--- src/rtl/cbrf_pkg.sv ---
package cbrf_pkg;

   localparam int WORD_BITS = 32;
   localparam int FRAC_BITS = 24;
   localparam int MAX_ITER = 64;

   localparam int ITER_BITS = 7;
   localparam int STATUS_BITS = 2;
   localparam int TOL_BITS = WORD_BITS - 1;
   localparam int PROD_BITS = 2 * WORD_BITS;
   localparam int QUOT_BITS = PROD_BITS - FRAC_BITS;
   localparam int REG_INDEX_BITS = 3;
   localparam int OP_BITS = 5;

   typedef logic signed [WORD_BITS-1:0] word_type;
   typedef logic [OP_BITS-1:0] op_type;

   localparam word_type COEF_CONST_RESET = word_type'(-257219887);
   localparam word_type COEF_LINEAR_RESET = word_type'(983204909);
   localparam word_type COEF_SQUARE_RESET = word_type'(-1245208300);
   localparam word_type COEF_CUBE_RESET = word_type'(519261493);

   localparam logic [REG_INDEX_BITS-1:0] REG_COEF_CONST = 3'd0;
   localparam logic [REG_INDEX_BITS-1:0] REG_COEF_LINEAR = 3'd1;
   localparam logic [REG_INDEX_BITS-1:0] REG_COEF_SQUARE = 3'd2;
   localparam logic [REG_INDEX_BITS-1:0] REG_COEF_CUBE = 3'd3;
   localparam logic [REG_INDEX_BITS-1:0] REG_TOLERANCE = 3'd4;

   localparam logic [STATUS_BITS-1:0] STATUS_CONVERGED = 2'd0;
   localparam logic [STATUS_BITS-1:0] STATUS_EXACT_ZERO = 2'd1;
   localparam logic [STATUS_BITS-1:0] STATUS_NO_SIGN_CHANGE = 2'd2;
   localparam logic [STATUS_BITS-1:0] STATUS_ITER_LIMIT = 2'd3;

   localparam op_type OP_NONE = 5'd0;
   localparam op_type OP_LOAD = 5'd1;
   localparam op_type OP_SETX_LO = 5'd2;
   localparam op_type OP_SETX_HI = 5'd3;
   localparam op_type OP_SETX_MID = 5'd4;
   localparam op_type OP_MUL = 5'd5;
   localparam op_type OP_SAT = 5'd6;
   localparam op_type OP_ADD_SQUARE = 5'd7;
   localparam op_type OP_ADD_LINEAR = 5'd8;
   localparam op_type OP_ADD_CONST = 5'd9;
   localparam op_type OP_SAVE_FA = 5'd10;
   localparam op_type OP_SAVE_FB = 5'd11;
   localparam op_type OP_NO_SIGN = 5'd12;
   localparam op_type OP_FIRST = 5'd13;
   localparam op_type OP_HALVE = 5'd14;
   localparam op_type OP_ERR = 5'd15;
   localparam op_type OP_TEST = 5'd16;
   localparam op_type OP_BISECT = 5'd17;
   localparam op_type OP_EMIT = 5'd18;

   typedef struct packed {
      logic no_sign;
      logic no_split;
      logic stop;
      logic out_busy;
   } flags_type;

   function automatic logic cbrf_opposite(input word_type p, input word_type q);
      logic p_neg;
      logic p_pos;
      logic q_neg;
      logic q_pos;
      p_neg = p[WORD_BITS-1];
      p_pos = !p[WORD_BITS-1] && (|p);
      q_neg = q[WORD_BITS-1];
      q_pos = !q[WORD_BITS-1] && (|q);
      return (p_neg && q_pos) || (p_pos && q_neg);
   endfunction

endpackage

--- src/rtl/cbrf_if.sv ---
interface cbrf_req_if import cbrf_pkg::*; ();
   logic valid;
   logic ready;
   word_type interval_low;
   word_type interval_high;

   modport source (output valid, output interval_low, output interval_high, input ready);
   modport sink (input valid, input interval_low, input interval_high, output ready);
endinterface

interface cbrf_rsp_if import cbrf_pkg::*; ();
   logic valid;
   logic ready;
   word_type root;
   logic [WORD_BITS-1:0] approx_error;
   logic [ITER_BITS-1:0] iterations;
   logic [STATUS_BITS-1:0] status;

   modport source (output valid, output root, output approx_error, output iterations,
                   output status, input ready);
   modport sink (input valid, input root, input approx_error, input iterations,
                 input status, output ready);
endinterface

--- src/rtl/cubic_bisection_root_finder_core.sv ---
// Cubic root finder by bisection over a signed fixed-point interval.
// A request transaction carries interval_low and interval_high; each one
// produces exactly one response transaction with root, approx_error,
// iterations and status. The four coefficients and the tolerance must be
// written through the csr port while the block is idle; nothing enforces it.
// One request is worked on at a time. The polynomial is evaluated by a shared
// multiply, saturate and add datapath, which sets the pace of the search.
// After a response is registered, the block steps through a restart state
// back to its wait state and is ready for the next request, even if that
// response has not been taken yet. A stalled receiver holds the response
// stable and keeps the search from finishing the following one.
// Reset restores the coefficient and tolerance defaults and empties the
// response register.
module cubic_bisection_root_finder_core import cbrf_pkg::*; (
   input  logic                      clock,
   input  logic                      reset,
   cbrf_req_if.sink                  req_bus,
   cbrf_rsp_if.source                rsp_bus,
   input  logic                      csr_we,
   input  logic [REG_INDEX_BITS-1:0] csr_index,
   input  logic [WORD_BITS-1:0]      csr_wdata
);

   op_type op;
   flags_type flags;

   cbrf_sequencer u_sequencer (
      .clock     (clock),
      .reset     (reset),
      .req_valid (req_bus.valid),
      .flags     (flags),
      .op        (op),
      .req_ready (req_bus.ready)
   );

   cbrf_datapath u_datapath (
      .clock             (clock),
      .reset             (reset),
      .op                (op),
      .req_valid         (req_bus.valid),
      .req_interval_low  (req_bus.interval_low),
      .req_interval_high (req_bus.interval_high),
      .rsp_ready         (rsp_bus.ready),
      .csr_we            (csr_we),
      .csr_index         (csr_index),
      .csr_wdata         (csr_wdata),
      .flags             (flags),
      .rsp_valid         (rsp_bus.valid),
      .rsp_root          (rsp_bus.root),
      .rsp_approx_error  (rsp_bus.approx_error),
      .rsp_iterations    (rsp_bus.iterations),
      .rsp_status        (rsp_bus.status)
   );

endmodule

--- src/rtl/cbrf_sequencer.sv ---
module cbrf_sequencer import cbrf_pkg::*; (
   input  logic      clock,
   input  logic      reset,
   input  logic      req_valid,
   input  flags_type flags,
   output op_type    op,
   output logic      req_ready
);

   localparam int PC_BITS = 5;
   localparam int COND_BITS = 4;

   typedef logic [PC_BITS-1:0] pc_type;
   typedef logic [COND_BITS-1:0] cond_type;

   typedef struct packed {
      op_type   op;
      cond_type cond;
      pc_type   target;
   } uword_type;

   localparam cond_type COND_NEXT = 4'd0;
   localparam cond_type COND_ALWAYS = 4'd1;
   localparam cond_type COND_CALL = 4'd2;
   localparam cond_type COND_RETURN = 4'd3;
   localparam cond_type COND_NO_REQ = 4'd4;
   localparam cond_type COND_NO_SIGN = 4'd5;
   localparam cond_type COND_NO_SPLIT = 4'd6;
   localparam cond_type COND_STOP = 4'd7;
   localparam cond_type COND_OUT_BUSY = 4'd8;

   localparam pc_type ADDR_WAIT = 5'd0;
   localparam pc_type ADDR_EVAL_LO = 5'd1;
   localparam pc_type ADDR_SAVE_FA = 5'd2;
   localparam pc_type ADDR_EVAL_HI = 5'd3;
   localparam pc_type ADDR_SAVE_FB = 5'd4;
   localparam pc_type ADDR_SIGN = 5'd5;
   localparam pc_type ADDR_FIRST = 5'd6;
   localparam pc_type ADDR_ERR = 5'd7;
   localparam pc_type ADDR_TEST = 5'd8;
   localparam pc_type ADDR_EVAL_MID = 5'd9;
   localparam pc_type ADDR_BISECT = 5'd10;
   localparam pc_type ADDR_HALVE = 5'd11;
   localparam pc_type ADDR_EMIT = 5'd12;
   localparam pc_type ADDR_RESTART = 5'd13;
   localparam pc_type ADDR_POLY = 5'd14;

   function automatic uword_type ucode(input pc_type addr);
      uword_type w;
      w = '{OP_NONE, COND_ALWAYS, ADDR_WAIT};
      unique case (addr)
         ADDR_WAIT:     w = '{OP_LOAD, COND_NO_REQ, ADDR_WAIT};
         ADDR_EVAL_LO:  w = '{OP_SETX_LO, COND_CALL, ADDR_POLY};
         ADDR_SAVE_FA:  w = '{OP_SAVE_FA, COND_NEXT, ADDR_WAIT};
         ADDR_EVAL_HI:  w = '{OP_SETX_HI, COND_CALL, ADDR_POLY};
         ADDR_SAVE_FB:  w = '{OP_SAVE_FB, COND_NEXT, ADDR_WAIT};
         ADDR_SIGN:     w = '{OP_NO_SIGN, COND_NO_SIGN, ADDR_EMIT};
         ADDR_FIRST:    w = '{OP_FIRST, COND_NEXT, ADDR_WAIT};
         ADDR_ERR:      w = '{OP_ERR, COND_NEXT, ADDR_WAIT};
         ADDR_TEST:     w = '{OP_TEST, COND_STOP, ADDR_EMIT};
         ADDR_EVAL_MID: w = '{OP_SETX_MID, COND_CALL, ADDR_POLY};
         ADDR_BISECT:   w = '{OP_BISECT, COND_NO_SPLIT, ADDR_EMIT};
         ADDR_HALVE:    w = '{OP_HALVE, COND_ALWAYS, ADDR_ERR};
         ADDR_EMIT:     w = '{OP_EMIT, COND_OUT_BUSY, ADDR_EMIT};
         ADDR_RESTART:  w = '{OP_NONE, COND_ALWAYS, ADDR_WAIT};
         ADDR_POLY:                    w = '{OP_MUL, COND_NEXT, ADDR_WAIT};
         ADDR_POLY + PC_BITS'(1):      w = '{OP_SAT, COND_NEXT, ADDR_WAIT};
         ADDR_POLY + PC_BITS'(2):      w = '{OP_ADD_SQUARE, COND_NEXT, ADDR_WAIT};
         ADDR_POLY + PC_BITS'(3):      w = '{OP_MUL, COND_NEXT, ADDR_WAIT};
         ADDR_POLY + PC_BITS'(4):      w = '{OP_SAT, COND_NEXT, ADDR_WAIT};
         ADDR_POLY + PC_BITS'(5):      w = '{OP_ADD_LINEAR, COND_NEXT, ADDR_WAIT};
         ADDR_POLY + PC_BITS'(6):      w = '{OP_MUL, COND_NEXT, ADDR_WAIT};
         ADDR_POLY + PC_BITS'(7):      w = '{OP_SAT, COND_NEXT, ADDR_WAIT};
         ADDR_POLY + PC_BITS'(8):      w = '{OP_ADD_CONST, COND_RETURN, ADDR_WAIT};
         default: ;
      endcase
      return w;
   endfunction

   pc_type pc_ff;
   pc_type pc_in;
   pc_type ret_ff;
   pc_type ret_in;
   uword_type word;
   logic take;

   always_comb begin
      word = ucode(pc_ff);
      unique case (word.cond)
         COND_NEXT:     take = 1'b0;
         COND_ALWAYS:   take = 1'b1;
         COND_CALL:     take = 1'b1;
         COND_RETURN:   take = 1'b1;
         COND_NO_REQ:   take = !req_valid;
         COND_NO_SIGN:  take = flags.no_sign;
         COND_NO_SPLIT: take = flags.no_split;
         COND_STOP:     take = flags.stop;
         COND_OUT_BUSY: take = flags.out_busy;
         default:       take = 1'b1;
      endcase
      ret_in = ret_ff;
      if (word.cond == COND_CALL) begin
         ret_in = pc_ff + PC_BITS'(1);
      end
      if (!take) begin
         pc_in = pc_ff + PC_BITS'(1);
      end else if (word.cond == COND_RETURN) begin
         pc_in = ret_ff;
      end else begin
         pc_in = word.target;
      end
   end

   always_ff @(posedge clock) begin
      if (reset) begin
         pc_ff <= ADDR_WAIT;
         ret_ff <= ADDR_WAIT;
      end else begin
         pc_ff <= pc_in;
         ret_ff <= ret_in;
      end
   end

   assign op = word.op;
   assign req_ready = (pc_ff == ADDR_WAIT);

endmodule

--- src/rtl/cbrf_datapath.sv ---
module cbrf_datapath import cbrf_pkg::*; (
   input  logic                      clock,
   input  logic                      reset,
   input  op_type                    op,
   input  logic                      req_valid,
   input  word_type                  req_interval_low,
   input  word_type                  req_interval_high,
   input  logic                      rsp_ready,
   input  logic                      csr_we,
   input  logic [REG_INDEX_BITS-1:0] csr_index,
   input  logic [WORD_BITS-1:0]      csr_wdata,
   output flags_type                 flags,
   output logic                      rsp_valid,
   output word_type                  rsp_root,
   output logic [WORD_BITS-1:0]      rsp_approx_error,
   output logic [ITER_BITS-1:0]      rsp_iterations,
   output logic [STATUS_BITS-1:0]    rsp_status
);

   localparam word_type WORD_MAX = {1'b0, {(WORD_BITS-1){1'b1}}};
   localparam word_type WORD_MIN = {1'b1, {(WORD_BITS-1){1'b0}}};
   localparam logic [PROD_BITS-1:0] TRUNC_BIAS =
      {{(PROD_BITS-FRAC_BITS){1'b0}}, {FRAC_BITS{1'b1}}};

   word_type coef_const_ff, coef_const_in;
   word_type coef_linear_ff, coef_linear_in;
   word_type coef_square_ff, coef_square_in;
   word_type coef_cube_ff, coef_cube_in;
   logic [TOL_BITS-1:0] tolerance_ff, tolerance_in;

   word_type lo_ff, lo_in;
   word_type hi_ff, hi_in;
   word_type x_ff, x_in;
   word_type acc_ff, acc_in;
   word_type term_ff, term_in;
   word_type fa_ff, fa_in;
   word_type fb_ff, fb_in;
   word_type mid_ff, mid_in;
   word_type prev_ff, prev_in;
   logic signed [PROD_BITS-1:0] prod_ff, prod_in;
   logic [WORD_BITS-1:0] err_ff, err_in;
   logic [ITER_BITS-1:0] iter_ff, iter_in;
   logic [STATUS_BITS-1:0] status_ff, status_in;

   logic rsp_valid_ff, rsp_valid_in;
   word_type rsp_root_ff, rsp_root_in;
   logic [WORD_BITS-1:0] rsp_err_ff, rsp_err_in;
   logic [ITER_BITS-1:0] rsp_iter_ff, rsp_iter_in;
   logic [STATUS_BITS-1:0] rsp_status_ff, rsp_status_in;

   logic signed [PROD_BITS-1:0] acc_wide;
   logic signed [PROD_BITS-1:0] x_wide;
   logic [PROD_BITS-1:0] prod_adj;
   logic [QUOT_BITS-1:0] quot;
   logic [QUOT_BITS-WORD_BITS:0] quot_upper;
   word_type term_sat;
   word_type addend;
   logic [WORD_BITS:0] sum_term;
   word_type sum_sat;
   logic [WORD_BITS:0] sum_ends;
   word_type half;
   logic [WORD_BITS:0] diff;
   logic [WORD_BITS:0] diff_abs;
   logic err_le_tol;
   logic out_busy;

   always_comb begin
      acc_wide = acc_ff;
      x_wide = x_ff;
      prod_adj = prod_ff + (prod_ff[PROD_BITS-1] ? TRUNC_BIAS : '0);
      quot = prod_adj[PROD_BITS-1:FRAC_BITS];
      quot_upper = quot[QUOT_BITS-1:WORD_BITS-1];
      if ((&quot_upper) || !(|quot_upper)) begin
         term_sat = quot[WORD_BITS-1:0];
      end else begin
         term_sat = quot[QUOT_BITS-1] ? WORD_MIN : WORD_MAX;
      end

      priority case (op)
         OP_ADD_SQUARE: addend = coef_square_ff;
         OP_ADD_LINEAR: addend = coef_linear_ff;
         default:       addend = coef_const_ff;
      endcase
      sum_term = {term_ff[WORD_BITS-1], term_ff} + {addend[WORD_BITS-1], addend};
      if (sum_term[WORD_BITS] != sum_term[WORD_BITS-1]) begin
         sum_sat = sum_term[WORD_BITS] ? WORD_MIN : WORD_MAX;
      end else begin
         sum_sat = sum_term[WORD_BITS-1:0];
      end

      sum_ends = {lo_ff[WORD_BITS-1], lo_ff} + {hi_ff[WORD_BITS-1], hi_ff};
      half = sum_ends[WORD_BITS:1];
      diff = {mid_ff[WORD_BITS-1], mid_ff} - {prev_ff[WORD_BITS-1], prev_ff};
      diff_abs = diff[WORD_BITS] ? -diff : diff;
      err_le_tol = (err_ff <= {1'b0, tolerance_ff});
      out_busy = rsp_valid_ff && !rsp_ready;
   end

   always_comb begin
      coef_const_in = coef_const_ff;
      coef_linear_in = coef_linear_ff;
      coef_square_in = coef_square_ff;
      coef_cube_in = coef_cube_ff;
      tolerance_in = tolerance_ff;
      lo_in = lo_ff;
      hi_in = hi_ff;
      x_in = x_ff;
      acc_in = acc_ff;
      term_in = term_ff;
      fa_in = fa_ff;
      fb_in = fb_ff;
      mid_in = mid_ff;
      prev_in = prev_ff;
      prod_in = prod_ff;
      err_in = err_ff;
      iter_in = iter_ff;
      status_in = status_ff;
      rsp_valid_in = out_busy;
      rsp_root_in = rsp_root_ff;
      rsp_err_in = rsp_err_ff;
      rsp_iter_in = rsp_iter_ff;
      rsp_status_in = rsp_status_ff;

      if (csr_we) begin
         unique case (csr_index)
            REG_COEF_CONST:  coef_const_in = csr_wdata;
            REG_COEF_LINEAR: coef_linear_in = csr_wdata;
            REG_COEF_SQUARE: coef_square_in = csr_wdata;
            REG_COEF_CUBE:   coef_cube_in = csr_wdata;
            REG_TOLERANCE:   tolerance_in = csr_wdata[TOL_BITS-1:0];
            default: ;
         endcase
      end

      unique case (op)
         OP_LOAD: begin
            if (req_valid) begin
               lo_in = req_interval_low;
               hi_in = req_interval_high;
               mid_in = '0;
               err_in = '0;
               iter_in = '0;
            end
         end
         OP_SETX_LO: begin
            x_in = lo_ff;
            acc_in = coef_cube_ff;
         end
         OP_SETX_HI: begin
            x_in = hi_ff;
            acc_in = coef_cube_ff;
         end
         OP_SETX_MID: begin
            x_in = mid_ff;
            acc_in = coef_cube_ff;
         end
         OP_MUL:        prod_in = acc_wide * x_wide;
         OP_SAT:        term_in = term_sat;
         OP_ADD_SQUARE: acc_in = sum_sat;
         OP_ADD_LINEAR: acc_in = sum_sat;
         OP_ADD_CONST:  acc_in = sum_sat;
         OP_SAVE_FA:    fa_in = acc_ff;
         OP_SAVE_FB:    fb_in = acc_ff;
         OP_NO_SIGN:    status_in = STATUS_NO_SIGN_CHANGE;
         OP_FIRST: begin
            mid_in = half;
            prev_in = lo_ff;
            iter_in = iter_ff + ITER_BITS'(1);
         end
         OP_HALVE: begin
            mid_in = half;
            iter_in = iter_ff + ITER_BITS'(1);
         end
         OP_ERR:        err_in = diff_abs[WORD_BITS-1:0];
         OP_TEST:       status_in = err_le_tol ? STATUS_CONVERGED : STATUS_ITER_LIMIT;
         OP_BISECT: begin
            if (cbrf_opposite(fa_ff, acc_ff)) begin
               hi_in = mid_ff;
               fb_in = acc_ff;
               prev_in = mid_ff;
            end else if (cbrf_opposite(fb_ff, acc_ff)) begin
               lo_in = mid_ff;
               fa_in = acc_ff;
               prev_in = mid_ff;
            end else begin
               status_in = STATUS_EXACT_ZERO;
            end
         end
         OP_EMIT: begin
            if (!out_busy) begin
               rsp_valid_in = 1'b1;
               rsp_root_in = mid_ff;
               rsp_err_in = err_ff;
               rsp_iter_in = iter_ff;
               rsp_status_in = status_ff;
            end
         end
         default: ;
      endcase
   end

   always_ff @(posedge clock) begin
      if (reset) begin
         coef_const_ff <= COEF_CONST_RESET;
         coef_linear_ff <= COEF_LINEAR_RESET;
         coef_square_ff <= COEF_SQUARE_RESET;
         coef_cube_ff <= COEF_CUBE_RESET;
         tolerance_ff <= '0;
         rsp_valid_ff <= 1'b0;
      end else begin
         coef_const_ff <= coef_const_in;
         coef_linear_ff <= coef_linear_in;
         coef_square_ff <= coef_square_in;
         coef_cube_ff <= coef_cube_in;
         tolerance_ff <= tolerance_in;
         rsp_valid_ff <= rsp_valid_in;
      end
   end

   always_ff @(posedge clock) begin
      lo_ff <= lo_in;
      hi_ff <= hi_in;
      x_ff <= x_in;
      acc_ff <= acc_in;
      term_ff <= term_in;
      fa_ff <= fa_in;
      fb_ff <= fb_in;
      mid_ff <= mid_in;
      prev_ff <= prev_in;
      prod_ff <= prod_in;
      err_ff <= err_in;
      iter_ff <= iter_in;
      status_ff <= status_in;
      rsp_root_ff <= rsp_root_in;
      rsp_err_ff <= rsp_err_in;
      rsp_iter_ff <= rsp_iter_in;
      rsp_status_ff <= rsp_status_in;
   end

   assign flags.no_sign = !cbrf_opposite(fa_ff, fb_ff);
   assign flags.no_split = !cbrf_opposite(fa_ff, acc_ff) && !cbrf_opposite(fb_ff, acc_ff);
   assign flags.stop = err_le_tol || (iter_ff >= ITER_BITS'(MAX_ITER));
   assign flags.out_busy = out_busy;

   assign rsp_valid = rsp_valid_ff;
   assign rsp_root = rsp_root_ff;
   assign rsp_approx_error = rsp_err_ff;
   assign rsp_iterations = rsp_iter_ff;
   assign rsp_status = rsp_status_ff;

endmodule

--- src/flat_wrapper.sv ---
// flat-port wrapper written by rule: the top's interface ports become plain ports
module cubic_bisection_root_finder_core_flat import cbrf_pkg::*;
  (clock, reset, csr_we, csr_index, csr_wdata, req_bus_valid, req_bus_interval_low, req_bus_interval_high, req_bus_ready, rsp_bus_valid, rsp_bus_root, rsp_bus_approx_error, rsp_bus_iterations, rsp_bus_status, rsp_bus_ready);
  cbrf_req_if req_bus_i ();
  cbrf_rsp_if rsp_bus_i ();
  input  logic clock;
  input  logic reset;
  input  logic csr_we;
  input  logic [REG_INDEX_BITS-1:0] csr_index;
  input  logic [WORD_BITS-1:0] csr_wdata;
  input wire logic [$bits(req_bus_i.valid)-1:0] req_bus_valid;
  input wire logic [$bits(req_bus_i.interval_low)-1:0] req_bus_interval_low;
  input wire logic [$bits(req_bus_i.interval_high)-1:0] req_bus_interval_high;
  output wire logic [$bits(req_bus_i.ready)-1:0] req_bus_ready;
  output wire logic [$bits(rsp_bus_i.valid)-1:0] rsp_bus_valid;
  output wire logic [$bits(rsp_bus_i.root)-1:0] rsp_bus_root;
  output wire logic [$bits(rsp_bus_i.approx_error)-1:0] rsp_bus_approx_error;
  output wire logic [$bits(rsp_bus_i.iterations)-1:0] rsp_bus_iterations;
  output wire logic [$bits(rsp_bus_i.status)-1:0] rsp_bus_status;
  input wire logic [$bits(rsp_bus_i.ready)-1:0] rsp_bus_ready;
  assign req_bus_i.valid = req_bus_valid;
  assign req_bus_i.interval_low = req_bus_interval_low;
  assign req_bus_i.interval_high = req_bus_interval_high;
  assign req_bus_ready = req_bus_i.ready;
  assign rsp_bus_valid = rsp_bus_i.valid;
  assign rsp_bus_root = rsp_bus_i.root;
  assign rsp_bus_approx_error = rsp_bus_i.approx_error;
  assign rsp_bus_iterations = rsp_bus_i.iterations;
  assign rsp_bus_status = rsp_bus_i.status;
  assign rsp_bus_i.ready = rsp_bus_ready;
  cubic_bisection_root_finder_core u_core (.clock(clock), .reset(reset), .req_bus(req_bus_i), .rsp_bus(rsp_bus_i), .csr_we(csr_we), .csr_index(csr_index), .csr_wdata(csr_wdata));
endmodule
--- config.mk ---
export PLATFORM = sky130hd
export DESIGN_NAME = cubic_bisection_root_finder_core_flat
export DESIGN_NICKNAME = d
export VERILOG_FILES = /design/src/rtl/cbrf_pkg.sv /design/src/rtl/cbrf_if.sv /design/src/rtl/cubic_bisection_root_finder_core.sv /design/src/rtl/cbrf_sequencer.sv /design/src/rtl/cbrf_datapath.sv /design/src/flat_wrapper.sv
export SDC_FILE = /design/constraint.sdc
export NUM_CORES = 2
export LEC_CHECK = 0
export ABC_AREA = 1
export BUFFER_PORTS_ARGS = -buffer_cell sky130_fd_sc_hd__buf_2
export CORE_MARGIN = 2
export CORE_UTILIZATION = 55
export CTS_CLUSTER_DIAMETER = 200
export CTS_CLUSTER_SIZE = 16
export DETAILED_ROUTE_END_ITERATION = 10
export GPL_TIMING_DRIVEN = 0
export PLACE_DENSITY = 0.8
export SYNTH_ARGS = -nofsm -noshare
export SYNTH_HDL_FRONTEND = slang
export SYNTH_SLANG_ARGS = --single-unit
export TNS_END_PERCENT = 100
--- constraint.sdc ---
create_clock -name clock -period 15.5 [get_ports clock]
set_input_delay 1.55 -clock clock [delete_from_list [all_inputs] [get_ports clock]]
set_output_delay 1.55 -clock clock [all_outputs]
set_load 0.01 [all_outputs]
==> impl_metrics.toml <==
[timing]
setup_viol = 0
hold_viol_final = 0
min_period_ps = 10490
max_freq_mhz = 95.4
period_share_pct = 67.7
finClkSkew_ps = 25.3
relSlewSlack_pct = 0.0270
rsz0062_at_grt = "no"
worstMarginPinSlew_ps = 1500
fin_setup_tns_ps = 0
slew_violations = 0

[detailed_routing]
first_iter_violations = 7690
wl_mm = 258
ant_nets = 0
vias = 60017
routedWlPerCell_um = 24.6
drcViolationCount = 0
vias_per_cell = 5.72
dr.pass1.iters = 8

[floorplanning]
core_sq_mm = 0.128
fp.dieH_um = 363
die_area_sq_mm = 0.132
ios = 179
rows = 131
die_x_um = 363
start_util_pct = 55.5

[yosys]
synthTopCellsByArea = "fa_1 31%, edfxtp_1 20%, nand2_1 12%"
syn_nets = 10095
ys_ff_latch = 636
synth_area_per_cell_sq_um = 8.28
syn_area_sq_mm = 0.0709
ys_warn_count = 0
netlist_instances = 8567
ys_types = 58
synth_edf_count = 466
yosysSeqAreaShare_pct = 24.5
async_reset_ff_share_pct = 0
synth_largest_area_cell = "fa_1"
ys.flop_type = "edfxtp_1"
synth_top_cell_area_share_pct = 30.6

[setup_path]
slowest_stage = "clkbuf_1"
r2r_slack_ps = 5010
crit_fanout = 10
start_kind = "flip-flop"
cp_num_buf_inv = 8
endpoint_kind = "flip-flop"
crit_type = "flip-flop to flip-flop"
cpMostUsedCell = "fa_1"
path_delay_family = "adder cells"
critPathMaxStageDelay_ps = 1160
cp.arrival_ps = 10850
critPathRequiredTime_ps = 15860

[clocking]
hold_buffers = 0
clk_latency_ps = 620
htree_levels = 2
clock-root-buffer = "clkbuf_16"
clk_pin_slew_ps = 70
cts_tree = "done"
cts_sinks = 636
post_cts_buffers = 0
cts_buffer_depth = 3
cts_made_buffers = 45
post_cts_resized = 0

[placement]
io_buffers = 178
dp_hpwl_mm = 214
place.gp.congestion = 1.07

[status]
violations = "max-capacitance violations"
status = "finished, violations left"

[cells_and_area]
final_nets = 10328
drive_gt1_share_pct = 3.92
largest_register = "u_core.u_datapath.prod_ff"
syn_to_final_growth_pct = 6.35
n_fill_cell = 11455
largest_reg_flops = 64

[global_route]
grt_pass1_wl_mm = 379
grt_pass1_vias = 59302
grt_start_max_net_pins = 38
antenna_found_initial = 11
grtUsageTotal_pct = 39.5
grt-ovfl-total = 0

[flow_run]
drv_cap = 1

[hold_path]
worstHoldPathType = "flip-flop to flip-flop"
==> Yosys cell counts, drive strengths merged, types with 23 or more instances <==
cell type  number
a21o           31
a21oi         341
a22oi          33
buf            46
clkbuf        285
dfxtp         170
edfxtp        466
fa           1085
ha            339
inv          2021
nand2        2262
nand3         213
nand4          52
nor2          546
nor3           59
nor4           39
o21a           23
o21ai         269
o221ai         33
xnor2          52
xor2           85
==> kinds of logic (layout without fill, tap and decap cells) <==
logic type	Yosys count	in the layout	synth area share, %
xor gates and xnor gates	137	137	1.69
DFF	636	636	24.5
AOI/OAI and AO/OA	814	814	6.56
other	0	9	0
adders and majority gates	1424	1424	36.6
buffers and inverters	2352	2603	12.6
and+or+nand+nor	3204	3204	18.1
==> worst paths after layout <==
kind                                            startpoint                                   endpoint  cells past startpoint
setup reg to reg    u_core.u_datapath.acc_ff[19]$_DFFE_PP_    u_core.u_datapath.prod_ff[51]$_DFFE_PN_                     28
hold reg to reg   u_core.u_datapath.status_ff[1]$_DFFE_PP_  u_core.u_datapath.rsp_status[1]$_DFFE_PP_                      0
hold / removal    u_core.u_datapath.status_ff[1]$_DFFE_PP_  u_core.u_datapath.rsp_status[1]$_DFFE_PP_                      0
setup / recovery    u_core.u_datapath.acc_ff[19]$_DFFE_PP_    u_core.u_datapath.prod_ff[51]$_DFFE_PN_                     28
==> worst register-to-register path, delay by kind of cell, from the launching register on <==
| family | cells | cell delay (ps) |
|---|---|---|
| fa+ha+maj | 9 | 4660 |
| buf+inv | 8 | 2240 |
| compound gates | 3 | 1580 |
| simple gates | 8 | 1360 |
| flops | 1 | 410 |
==> layer usage <==
metal	share of wire, %	vias up	track usage (%)
met5	0.074	-	0.944
met4	6.4	12	20.9
met2	42	3765	57.7
li1	-	26263	-
met1	39	29263	54.1
met3	13	714	10.5
==> metrics by stage <==
stage	hold slack, ps	instance area (sq um)	utilization [%]	setup slack [ps]	instances
floorplan	400	70900	-	8070	8567
global placement	420	73900	57.8	5540	10407
finish	443	75400	59.0	5010	10489
global route	454	75400	59.0	4980	10483
detailed placement	424	74100	58.0	5570	10414
CTS	442	75400	59.0	5510	10479
==> layout by cell type (no fill, tap or decap), drive strengths merged, types with 9 or more instances in the layout <==
cell type,instances
buf,232
o21ai,269
nor4,39
dfxtp,170
nand4,52
nand3,213
or2,9
xnor2,52
o21bai,21
inv,2021
a21oi,341
ha,339
o211ai,16
fa,1085
nor3,59
nor2,546
a21o,31
o221ai,33
xor2,85
diode,9
edfxtp,466
clkbuf,348
a31oi,20
a21boi,12
nand2,2262
o21a,23
a22oi,33
==> area by class of cell <==
class | count | area, sq um | share of cell area, %
timing repair buffer | 186 | 1080 | 1.43
inverter | 2021 | 7590 | 10.1
antenna | 9 | 22.5 | 0.0299
sequential | 636 | 17400 | 23.1
tap | 1662 | 2080 | 2.76
clock inverter | 2 | 46.3 | 0.0614
clock buffer | 63 | 1210 | 1.61
buffer | 331 | 1320 | 1.75
multi-input combinational | 5579 | 44700 | 59.2
Power is left out: the tool's default activity adds up to more than one toggle a clock period on the data nets, which glitch-free logic cannot reach.
